`src/design/rbp_pkg.sv`:
```
`timescale 1ns / 1ps
`default_nettype none
package rbp_pkg;

    localparam int NORM_W        = 16;
    localparam int DFRAC_W       = 16;
    localparam int MIN_DEN_SHIFT = 6;
    localparam int CFG_ADDR_W    = 6;
    localparam int CFG_DATA_W    = 64;

    typedef enum logic [2:0] {
        REG_NORMAL   = 3'd0,
        REG_POINT    = 3'd1,
        REG_BOX_MIN  = 3'd2,
        REG_BOX_MAX  = 3'd3,
        REG_MIN_DEN  = 3'd4,
        REG_MIN_DIST = 3'd5,
        REG_MARGIN   = 3'd6
    } t_reg_idx;

    localparam logic [15:0] MIN_DEN_RST  = 16'd655;
    localparam logic [15:0] MIN_DIST_RST = 16'd655;
    localparam logic [7:0]  MARGIN_RST   = 8'd1;

endpackage
`default_nettype wire

```
`src/design/rbp_cfg.sv`:
```
`timescale 1ns / 1ps
`default_nettype none
module rbp_cfg #(
    parameter int CW = 16
) (
    input  wire logic                               i_clk,
    input  wire logic                               i_rst_n,
    input  wire logic                               psel,
    input  wire logic                               penable,
    input  wire logic                               pwrite,
    input  wire logic [rbp_pkg::CFG_ADDR_W-1:0]     paddr,
    input  wire logic [rbp_pkg::CFG_DATA_W-1:0]     pwdata,
    output logic      [rbp_pkg::CFG_DATA_W-1:0]     prdata,
    output logic                                    pready,
    output logic      [3*rbp_pkg::NORM_W-1:0]       o_normal,
    output logic      [3*CW-1:0]                    o_point,
    output logic      [3*CW-1:0]                    o_box_min,
    output logic      [3*CW-1:0]                    o_box_max,
    output logic      [15:0]                        o_min_den,
    output logic      [15:0]                        o_min_dist,
    output logic      [7:0]                         o_margin
);
    logic [3*rbp_pkg::NORM_W-1:0] r_normal;
    logic [3*CW-1:0]              r_point;
    logic [3*CW-1:0]              r_box_min;
    logic [3*CW-1:0]              r_box_max;
    logic [15:0]                  r_min_den;
    logic [15:0]                  r_min_dist;
    logic [7:0]                   r_margin;
    rbp_pkg::t_reg_idx            idx;
    logic                         wr;

    assign idx = rbp_pkg::t_reg_idx'(paddr[5:3]);
    assign wr  = psel && penable && pwrite;

    always_ff @(posedge i_clk) begin
        if (!i_rst_n) begin
            r_normal   <= '0;
            r_point    <= '0;
            r_box_min  <= '0;
            r_box_max  <= '0;
            r_min_den  <= rbp_pkg::MIN_DEN_RST;
            r_min_dist <= rbp_pkg::MIN_DIST_RST;
            r_margin   <= rbp_pkg::MARGIN_RST;
        end else if (wr) begin
            case (idx)
                rbp_pkg::REG_NORMAL:   r_normal   <= pwdata[3*rbp_pkg::NORM_W-1:0];
                rbp_pkg::REG_POINT:    r_point    <= pwdata[3*CW-1:0];
                rbp_pkg::REG_BOX_MIN:  r_box_min  <= pwdata[3*CW-1:0];
                rbp_pkg::REG_BOX_MAX:  r_box_max  <= pwdata[3*CW-1:0];
                rbp_pkg::REG_MIN_DEN:  r_min_den  <= pwdata[15:0];
                rbp_pkg::REG_MIN_DIST: r_min_dist <= pwdata[15:0];
                rbp_pkg::REG_MARGIN:   r_margin   <= pwdata[7:0];
                default: ;
            endcase
        end
    end

    always_comb begin
        case (idx)
            rbp_pkg::REG_NORMAL:   prdata = rbp_pkg::CFG_DATA_W'(r_normal);
            rbp_pkg::REG_POINT:    prdata = rbp_pkg::CFG_DATA_W'(r_point);
            rbp_pkg::REG_BOX_MIN:  prdata = rbp_pkg::CFG_DATA_W'(r_box_min);
            rbp_pkg::REG_BOX_MAX:  prdata = rbp_pkg::CFG_DATA_W'(r_box_max);
            rbp_pkg::REG_MIN_DEN:  prdata = rbp_pkg::CFG_DATA_W'(r_min_den);
            rbp_pkg::REG_MIN_DIST: prdata = rbp_pkg::CFG_DATA_W'(r_min_dist);
            rbp_pkg::REG_MARGIN:   prdata = rbp_pkg::CFG_DATA_W'(r_margin);
            default:               prdata = '0;
        endcase
    end

    assign pready     = 1'b1;
    assign o_normal   = r_normal;
    assign o_point    = r_point;
    assign o_box_min  = r_box_min;
    assign o_box_max  = r_box_max;
    assign o_min_den  = r_min_den;
    assign o_min_dist = r_min_dist;
    assign o_margin   = r_margin;
endmodule
`default_nettype wire

```
`config.mk`:
```
export PLATFORM = sky130hd
export DESIGN_NAME = rbp_cfg
export DESIGN_NICKNAME = d
export VERILOG_FILES = /design/src/design/rbp_pkg.sv /design/src/design/rbp_cfg.sv
export SDC_FILE = /design/constraint.sdc
export NUM_CORES = 1
export LEC_CHECK = 0
export ABC_AREA = 1
export BUFFER_PORTS_ARGS = -buffer_cell sky130_fd_sc_hd__buf_2
export CORE_UTILIZATION = 35
export CTS_CLUSTER_DIAMETER = 150
export CTS_CLUSTER_SIZE = 8
export DETAILED_ROUTE_END_ITERATION = 6
export SYNTH_ARGS = -nofsm -noshare
export SYNTH_HDL_FRONTEND = slang
export SYNTH_SLANG_ARGS = --single-unit
```
`constraint.sdc`:
```
create_clock -name i_clk -period 2.4 [get_ports i_clk]
set_input_delay 0.48 -clock i_clk [delete_from_list [all_inputs] [get_ports i_clk]]
set_output_delay 0.48 -clock i_clk [all_outputs]
set_load 0.02 [all_outputs]
```
==> results.txt <==
Final period utilization - 90.3%
Die ar. - 33,600 um2
Initial Util - 35.5%
Drt first-iter violations - 688
Top post-synthesis cells by area - dfxtp_1 (40%), nand2_1 (20%), nor2_1 (15%)
Final Hold Viols - 0
Worst-skew pair later-pin latency - 500 ps
H-tree levels - 2
CP startpoint kind - input pin
CP max FO - 46
Vias - 12,300
Worst vdd ir - 0.369 mV
Inst Count DP - 2,568
Most frequent CP cell - nand2_1
Unique cell type count in the Yosys netlist - 20
Worst-margin pin slew - 554 ps
CP max stage cell - buf_12
Die outline height - 183 um
Worst path required time - 1920 ps
Sequential share of power - 43.7%
Mapped Area - 11,500 um2
Status - complete, no violations
Layout cell share with drive strength beyond 1 - 20.6%
Flops & latches, synth - 232
Synth area leader - dfxtp_1
Post-DP HPWL - 27.0 mm
Worst hold path class - in2reg
Flop2flop setup slack - 1760 ps
FP Rows - 66
GRT overflow - 0
Clock network fraction of design power - 46.6%
Antenna-violating nets left - 0
Die width - 183 um
Drt via density - 4.72
Setup Skew - 0 ps
Most frequent cell after synthesis - nand2_1
Top_reg_cell synth - dfxtp_1
Non-Filler Instances - 2,608
Root buf cell - clkbuf_16
Final Net Count - 2,237
Final Max Tran Viols - 0
LEAKAGE - 7.54 nW
All-layer global routing usage - 23.3%
TNS Setup - 0 ps
Setup CP Type - in2out
Global-route wire length before repair - 61.7 mm
Post-synthesis sequential area ratio - 40.4%
Crit path buffers/inverters - 5
Pre-antenna DRT Iters - 6
CTS tree - yes
Layout area overhead - 26.9%
Syn. warnings - 0
Final Power - 0.00904 W
CTS buffer count - 34
Endpoint class of the critical path - output pin
Final WL - 39.9 mm
Switching share of power - 25.5%
Setup repair bufs after CTS - 0
Critical path's top delay family - buffers and inverters
Post-DR wirelength/cell - 15.3 um
Synthesized instance count - 1,865
Post-synth top area share - 40.4%
Max incr delay on CP - 240 ps
Largest net degree at the start of global routing - 65
IO buf count - 335
Clock-pin slew on the worst setup and hold paths - 50 ps
Net Switching - 0.00231 W
Commonest cells post-synth - nand2_1 (624), nor2_1 (472), dfxtp_1 (232), nand3_1 (201), inv_1 (129)
Async S/R FF share, synth - 0%
# setup viols final - 0
Max-Cap Viols - 0
CTS Buffer Depth - 3
Combinational share of power - 9.6%
Cell-internal power - 0.00673 W
Initial antenna violation count - 4
Routability cong. - 0.892
Max frequency - 461 MHz
IO Count - 372
Critical path cell sequence - buf_2 -> inv_2 -> nand2_1 -> nor2_4 -> buf_12 -> nand2_1 -> nand2_1 -> inv_1 -> nand2_1 -> buf_2
Worst EP arrival - 1690 ps
Number of synthesized flops with an enable pin - 0
Vias in the first global route - 11,200
Core ar. - 32,500 um2
Hold buffers post-CTS - 0
Tmin final - 2170 ps
PwrDens - 619 nW/um2
PostCTS Resize Cnt - 0
Clock net sink count - 232
DRC violation count after routing - 0
RSZ-0062 raised after global routing - false
Slew HR - 63.0%
Syn Area/Cell - 6.17 um2
## metal layers
metal / global-route usage (%) / part of all wire (%) / vias to the layer above
li1: - / - / 6238
met1: 30.7 / 45 / 5589
met2: 37.9 / 46 / 419
met3: 4.61 / 6.7 / 65
met4: 8.03 / 2.6 / 0
met5: 0 / 0 / -
## tightest hold or removal path: cells and delay by family
family | cells | cell delay, ps
buffers and inverters | 1 | 100
and+or+nand+nor | 2 | 120
## final timing paths
kind / from / to / cells past startpoint
setup reg to reg: o_min_dist[15]$_SDFFE_PN0P_ / o_min_dist[15]$_SDFFE_PN0P_ / 2
hold / removal: pwdata[2] / o_min_dist[2]$_SDFFE_PN1P_ / 3
hold reg to reg: o_min_den[3]$_SDFFE_PN1P_ / o_min_den[3]$_SDFFE_PN1P_ / 2
setup / recovery: paddr[3] / prdata[13] / 10
## cells by family after synthesis
kind of cell	share of synthesized area, %
buffers and inverters	11.4
flip-flops	40.4
AO/OA/AOI/OAI	0.304
AND/OR/NAND/NOR	47.8
other	0.0653
## per-stage QoR
step	hold WS [ps]	setup slack (ps)	instance area [um2]	utilization, %
finish	229	232	14600	45.0
global route	225	110	14600	45.0
CTS	215	208	14600	45.0
floorplan	557	453	11600	-
global placement	475	220	13700	42.2
detailed placement	490	217	13700	42.2
## layout by cell type (no fill, tap or decap)
cell type / n
inv_6: 1
nand3_1: 201
buf_12: 23
dfxtp_1: 232
nand2_1: 624
nand3_2: 2
buf_6: 1
conb_1: 17
nand3_4: 2
o21ai_0: 7
diode_2: 4
clkbuf_16: 35
inv_2: 2
nor2_2: 1
nor2_1: 471
nor2_4: 11
buf_2: 334
inv_1: 128
nand2_2: 2
nand4_1: 36
inv_4: 2
buf_4: 30
## power by group through the flow
| stage | registers [W] | clock network (W) | logic (W) |
|---|---|---|---|
| 2_1_floorplan | 0.00408 | 0 | 0.000511 |
| 3_3_place_gp | 0.00403 | 0 | 0.000863 |
| 3_5_place_dp | 0.00403 | 0 | 0.000870 |
| 4_1_cts | 0.00395 | 0.00429 | 0.000872 |
| 5_1_grt | 0.00395 | 0.00446 | 0.000953 |
| 6_report | 0.00395 | 0.00421 | 0.000872 |
## area by class of cell
type                            count  area (um2)
Tap cell                          442         553
Antenna cell                        4        10.0
Timing Repair Buffer              388        2370
Fill cell                        3468       17900
Sequential cell                   232        4640
Multi-Input combinational cell   1374        5640
Clock inverter                      1        8.76
Inverter                          132         500
Clock buffer                       35         876
## registers in the layout, indices dropped and copies added, names as in the netlist
register,cells
o_box_max,48
o_box_min,48
o_margin,8
o_min_den,16
o_min_dist,16
o_normal,48
o_point,48
Power figures use the tool's default switching activity.
