<file path="config.mk">
export PLATFORM = sky130hd
export DESIGN_NAME = rbp_back
export DESIGN_NICKNAME = d
export VERILOG_FILES = /design/src/design/rbp_pkg.sv /design/src/design/rbp_back.sv
export SDC_FILE = /design/constraint.sdc
export NUM_CORES = 2
export LEC_CHECK = 0
export ABC_CLOCK_PERIOD_IN_PS = 25000
export BUFFER_PORTS_ARGS = -buffer_cell sky130_fd_sc_hd__buf_2
export CAP_MARGIN = 10
export CELL_PAD_IN_SITES_DETAIL_PLACEMENT = 0
export CELL_PAD_IN_SITES_GLOBAL_PLACEMENT = 1
export CORE_ASPECT_RATIO = 0.7
export CORE_MARGIN = 2
export CORE_UTILIZATION = 55
export DETAILED_ROUTE_END_ITERATION = 12
export PLACE_DENSITY_LB_ADDON = 0.1
export SLEW_MARGIN = 30
export SYNTH_ARGS = -nofsm -noshare
export SYNTH_HDL_FRONTEND = slang
export SYNTH_SLANG_ARGS = --single-unit
export TNS_END_PERCENT = 1
</file>
<file path="constraint.sdc">
create_clock -name i_clk -period 25 [get_ports i_clk]
set_clock_uncertainty 0.05 [all_clocks]
set_input_delay 5 -clock i_clk [delete_from_list [all_inputs] [get_ports i_clk]]
set_output_delay 5 -clock i_clk [all_outputs]
set_load 0.02 [all_outputs]
</file>
<file path="src/design/rbp_pkg.sv">
`timescale 1ns / 1ps
`default_nettype none
package rbp_pkg;

    localparam int NORM_W        = 16;
    localparam int DFRAC_W       = 16;
    localparam int MIN_DEN_SHIFT = 6;
    localparam int CFG_ADDR_W    = 6;
    localparam int CFG_DATA_W    = 64;

    typedef enum logic [2:0] {
        REG_NORMAL   = 3'd0,
        REG_POINT    = 3'd1,
        REG_BOX_MIN  = 3'd2,
        REG_BOX_MAX  = 3'd3,
        REG_MIN_DEN  = 3'd4,
        REG_MIN_DIST = 3'd5,
        REG_MARGIN   = 3'd6
    } t_reg_idx;

    localparam logic [15:0] MIN_DEN_RST  = 16'd655;
    localparam logic [15:0] MIN_DIST_RST = 16'd655;
    localparam logic [7:0]  MARGIN_RST   = 8'd1;

endpackage
`default_nettype wire

</file>
<file path="src/design/rbp_back.sv">
`timescale 1ns / 1ps
`default_nettype none
module rbp_back #(
    parameter int CW = 16,
    parameter int DW = 32
) (
    input  wire logic                 i_clk,
    input  wire logic                 i_rst_n,
    input  wire logic                 i_en,
    input  wire logic                 i_valid,
    input  wire logic [DW-1:0]        i_quot,
    input  wire logic                 i_ok,
    input  wire logic                 i_sat,
    input  wire logic signed [CW-1:0] i_org [3],
    input  wire logic signed [CW-1:0] i_dir [3],
    input  wire logic [DW-1:0]        i_best,
    input  wire logic [3*CW-1:0]      i_box_min,
    input  wire logic [3*CW-1:0]      i_box_max,
    input  wire logic [15:0]          i_min_dist,
    input  wire logic [7:0]           i_margin,
    output logic                      o_valid,
    output logic                      o_hit,
    output logic [DW-1:0]             o_dist,
    output logic signed [CW-1:0]      o_pt [3]
);
    localparam int PW   = CW + DW + 1;
    localparam int PT_W = PW - 15;

    logic [DW-1:0]          t1;
    logic signed [CW:0]     lo [3];
    logic signed [CW:0]     hi [3];
    logic signed [CW-1:0]   cmax, cmin;
    logic                   inbox;
    logic                   hit3;

    logic                   r1_v, r2_v, r3_v;
    logic                   r1_ok, r2_ok;
    logic [DW-1:0]          r1_t, r2_t;
    logic [DW-1:0]          r1_b, r2_b;
    logic signed [PW-1:0]   r1_prod [3];
    logic signed [CW-1:0]   r1_o [3];
    logic signed [PT_W-1:0] r2_pt [3];
    logic                   r3_hit;
    logic [DW-1:0]          r3_dist;
    logic signed [CW-1:0]   r3_pt [3];

    assign cmax = $signed({1'b0, {(CW-1){1'b1}}});
    assign cmin = $signed({1'b1, {(CW-1){1'b0}}});

    always_comb begin
        t1 = i_sat ? '1 : i_quot;
        inbox = 1'b1;
        for (int a = 0; a < 3; a++) begin
            lo[a] = (CW+1)'($signed(i_box_min[a*CW +: CW])) - $signed((CW+1)'(i_margin));
            hi[a] = (CW+1)'($signed(i_box_max[a*CW +: CW])) + $signed((CW+1)'(i_margin));
            if (r2_pt[a] < PT_W'(lo[a]) || r2_pt[a] > PT_W'(hi[a])) begin
                inbox = 1'b0;
            end
        end
        hit3 = r2_ok && inbox && (r2_b > r2_t);
    end

    always_ff @(posedge i_clk) begin
        if (!i_rst_n) begin
            r1_v <= 1'b0;
            r2_v <= 1'b0;
            r3_v <= 1'b0;
        end else if (i_en) begin
            r1_v <= i_valid;
            r2_v <= r1_v;
            r3_v <= r2_v;
        end
    end

    always_ff @(posedge i_clk) begin
        if (i_en) begin
            r1_t  <= t1;
            r1_ok <= i_ok && (t1 >= DW'(i_min_dist));
            r1_b  <= i_best;
            r2_t  <= r1_t;
            r2_ok <= r1_ok;
            r2_b  <= r1_b;
            for (int a = 0; a < 3; a++) begin
                r1_prod[a] <= PW'(i_dir[a]) * $signed({1'b0, t1});
                r1_o[a]    <= i_org[a];
                r2_pt[a]   <= PT_W'(r1_o[a])
                              + PT_W'((r1_prod[a] + PW'(32768)) >>> rbp_pkg::DFRAC_W);
                if (!hit3) begin
                    r3_pt[a] <= '0;
                end else if (r2_pt[a] > PT_W'(cmax)) begin
                    r3_pt[a] <= cmax;
                end else if (r2_pt[a] < PT_W'(cmin)) begin
                    r3_pt[a] <= cmin;
                end else begin
                    r3_pt[a] <= r2_pt[a][CW-1:0];
                end
            end
            r3_hit  <= hit3;
            r3_dist <= hit3 ? r2_t : r2_b;
        end
    end

    assign o_valid = r3_v;
    assign o_hit   = r3_hit;
    assign o_dist  = r3_dist;
    assign o_pt    = r3_pt;
endmodule
`default_nettype wire

</file>
==> flow_metrics.py <==
metrics = {
    "outcome": {
        "status": "finished clean",
    },
    "synthesis": {
        "synth_top_area_share": 0.323,
        "yosysWarnings": 0,
        "ys_seq_area_frac": 0.179,
        "synth.distinct_cells": 80,
        "syn_area_per_cell_um2": 9.48,
        "synth_enable_flop_cells": 463,
        "synth_seq_cells": 466,
        "postSynthCellCount": 8253,
        "yosys.area.top_type": "fa_1",
        "synth_area_leaders": "fa_1 (32%), edfxtp_1 (18%), ha_1 (14%), inv_1 (8.1%), and2_1 (5.1%)",
        "synth_nets": 10700,
        "synth_area_um2": 78200,
        "async_flop_share": 0,
        "synthFlopType": "edfxtp_1",
    },
    "worst_hold_path": {
        "worstHoldStart": "r1_t[30]$_DFFE_PP_",
        "holdPathStages": 0,
        "hp-class": "flop to flop",
        "min_to": "r2_t[30]$_DFFE_PP_",
    },
    "clock_network": {
        "postCtsSetupBuffers": 0,
        "root_buffer": "clkbuf_16",
        "clkSinkCount": 466,
        "clock_path_buffers": 3,
        "cts.hold.buffers_added": 0,
        "htreeDepth": 2,
        "cts_tree": "built",
        "insertion_delay_ns": 0.69,
        "clk_pin_slew_ns": 0.07,
        "cts.repair.resized": 0,
        "numCtsBuffers": 52,
    },
    "cells_and_area": {
        "syn_to_final_growth_pct": 6.70,
        "final_layout_size_suffix_gt1_frac": 0.0666,
        "layout.cells.non_filler": 10300,
        "mostFrequentLayoutCells": "inv_1 (1682), fa_1 (1260), nand2_1 (998)",
        "final_core_util": 0.592,
        "nets": 10800,
        "mostFrequentLayoutCell": "inv_1",
    },
    "critical_path": {
        "cp_max_fo": 33,
        "cp-end-kind": "flop",
        "worstPathRequired_ns": 25.30,
        "r2r-start": "r1_prod[0][22]$_DFFE_PP_",
        "worstSetupStartpointType": "input pin",
        "worst-r2r-cell-count": 16,
        "arrival_ns": 13.83,
        "crit_type": "input pin to flop",
        "reg2reg_slack_ns": 20.14,
        "r2r_end": "r2_pt[0][32]$_DFFE_PP_",
    },
    "sta": {
        "post-route-min-period_ns": 13.52,
        "period_share": 0.541,
        "whs_ns": 0.360,
        "max_freq_mhz": 74.0,
        "hold_viol_final": 0,
        "rsz0062_at_grt": "no",
        "slew-limit-headroom": 0.259,
        "drv_slew": 0,
        "worst_pin_slew_ns": 1.11,
        "tns_ns": 0,
        "setup_viol": 0,
    },
    "grt": {
        "use_met3": 0.0976,
        "grt_use_met1": 0.490,
        "grt_pass1_vias": 60000,
        "antenna_found_initial": 20,
        "use_met2": 0.458,
        "grt.busiest_layer": "met1",
        "grt_pass1_wl_um": 358000,
        "gr-total-overflow": 0,
        "grt_max_degree": 87,
        "track_usage": 0.325,
    },
    "drt": {
        "avgRoutedWirePerCell_um": 22.5,
        "final_antenna_net_count": 0,
        "num_vias": 58300,
        "dr.pass1.iters": 6,
        "dr.first_iter.drc_count": 4811,
        "vias_per_cell": 5.65,
        "wl_um": 233000,
        "drc": 0,
    },
    "floorplan": {
        "fp.dieH_um": 319,
        "die_x_um": 455,
        "die-area_um2": 145000,
        "core.rowCount": 115,
        "core-area_um2": 141000,
        "start_util": 0.555,
        "io-pin-count": 368,
    },
    "placement": {
        "hpwl_um": 176000,
        "portBuffers": 367,
        "dp.cells": 10200,
        "gp_congestion": 0.938,
    },
    "flow_run": {
        "maxCapViolations": 0,
    },
}
## final cells by class
class	instances	area [µm²]
fill	12400	57400
multi-input combinational	5777	56700
sequential	466	14000
inverter	1689	6340
tap	1872	2340
timing repair buffer	425	2310
clock buffer	62	1340
clock inverter	33	434
antenna	2	5.00
## worst max-delay path by stage
| stage | start | end | slack [ns] | cells after the start |
|---|---|---|---|---|
| after floorplan | i_sat | r1_prod[0][38]$_DFFE_PP_ | 13.41 | 25 |
| after global placement | i_sat | r1_prod[0][144]$_DFFE_PP_ | 11.39 | 26 |
| after detailed placement | i_sat | r1_prod[0][144]$_DFFE_PP_ | 11.17 | 26 |
| after CTS | i_sat | r1_prod[0][144]$_DFFE_PP_ | 11.86 | 26 |
| after global routing | i_sat | r1_prod[0][144]$_DFFE_PP_ | 11.39 | 26 |
| final | i_sat | r1_prod[0][144]$_DFFE_PP_ | 11.48 | 26 |
## Yosys cell counts (6+ instances only)
library cell and instances:
nand2_1 998, nor3_1 86, o31ai_1 8, xnor2_1 240, ha_1 852, inv_1 1683, or2_2 35, or3_1 7
a21o_1 203, xor2_1 105, o21a_1 42, a41oi_1 7, a21oi_1 259, clkbuf_1 311, clkinv_1 6, nand4_1 99
a211oi_1 20, o21bai_1 29, or4_1 9, a31o_2 6, a21boi_0 11, nor2_1 297, fa_1 1260, nand3_1 90
mux2_1 30, nor4_1 27, a31oi_1 17, o211ai_1 11, and4_1 15, nand2b_1 40, a211o_1 6, o21ai_0 136
and3_1 50, and2_1 642, o2111ai_1 9, nor2b_1 41, edfxtp_1 463
## sequential cells by signal (all words and copies together) (netlist names), 32 cells and up
name / flops
o_dist: 32
o_pt: 48
r1_b: 32
r1_o: 48
r1_prod: 102
r1_t: 32
r2_b: 32
r2_pt: 102
r2_t: 32
## stage by stage
stage | instance area (µm²) | setup WS (ns)
2_1_floorplan | 78200 | 13.41
3_3_place_gp | 81600 | 11.39
3_5_place_dp | 81600 | 11.17
4_1_cts | 83400 | 11.86
5_1_grt | 83400 | 11.39
6_report | 83400 | 11.48
## logic make-up after synthesis
group                      after synthesis  share of synthesized area
buffers and inverters                 2010                     0.0968
AOI/OAI and AO/OA                      831                     0.0687
xor gates and xnor gates               345                     0.0386
DFF                                    466                      0.179
muxes                                   38                    0.00541
adders and majority gates             2112                      0.459
and+or+nand+nor                       2451                      0.153
## metal layers
layer | up-vias | routed length (µm)
li1 | 26200 | -
met1 | 29100 | 105000
met2 | 2643 | 94700
met3 | 360 | 27300
met4 | 18 | 5700
met5 | - | 120
## worst max-delay path, cell delays in order
cell      delay (ns)
buf_2           0.36
nor2_1          0.48
clkinv_1        0.62
buf_4           0.53
and2_1          0.27
fa_1            0.55
inv_1           0.06
fa_1            0.47
fa_1            0.52
inv_1           0.05
fa_1            0.46
fa_1            0.52
inv_1           0.05
fa_1            0.48
inv_1           0.04
ha_1            0.38
nand4_1         0.26
nor4_1          0.74
a21oi_1         0.15
o211ai_1        0.12
nor2_1          0.08
o21a_1          0.21
a21boi_0        0.69
o21ai_1         0.21
a311oi_1        0.35
xor2_1          0.10
Power is left out: the tool's default activity adds up to more than one toggle a clock period on the data nets, which glitch-free logic cannot reach.
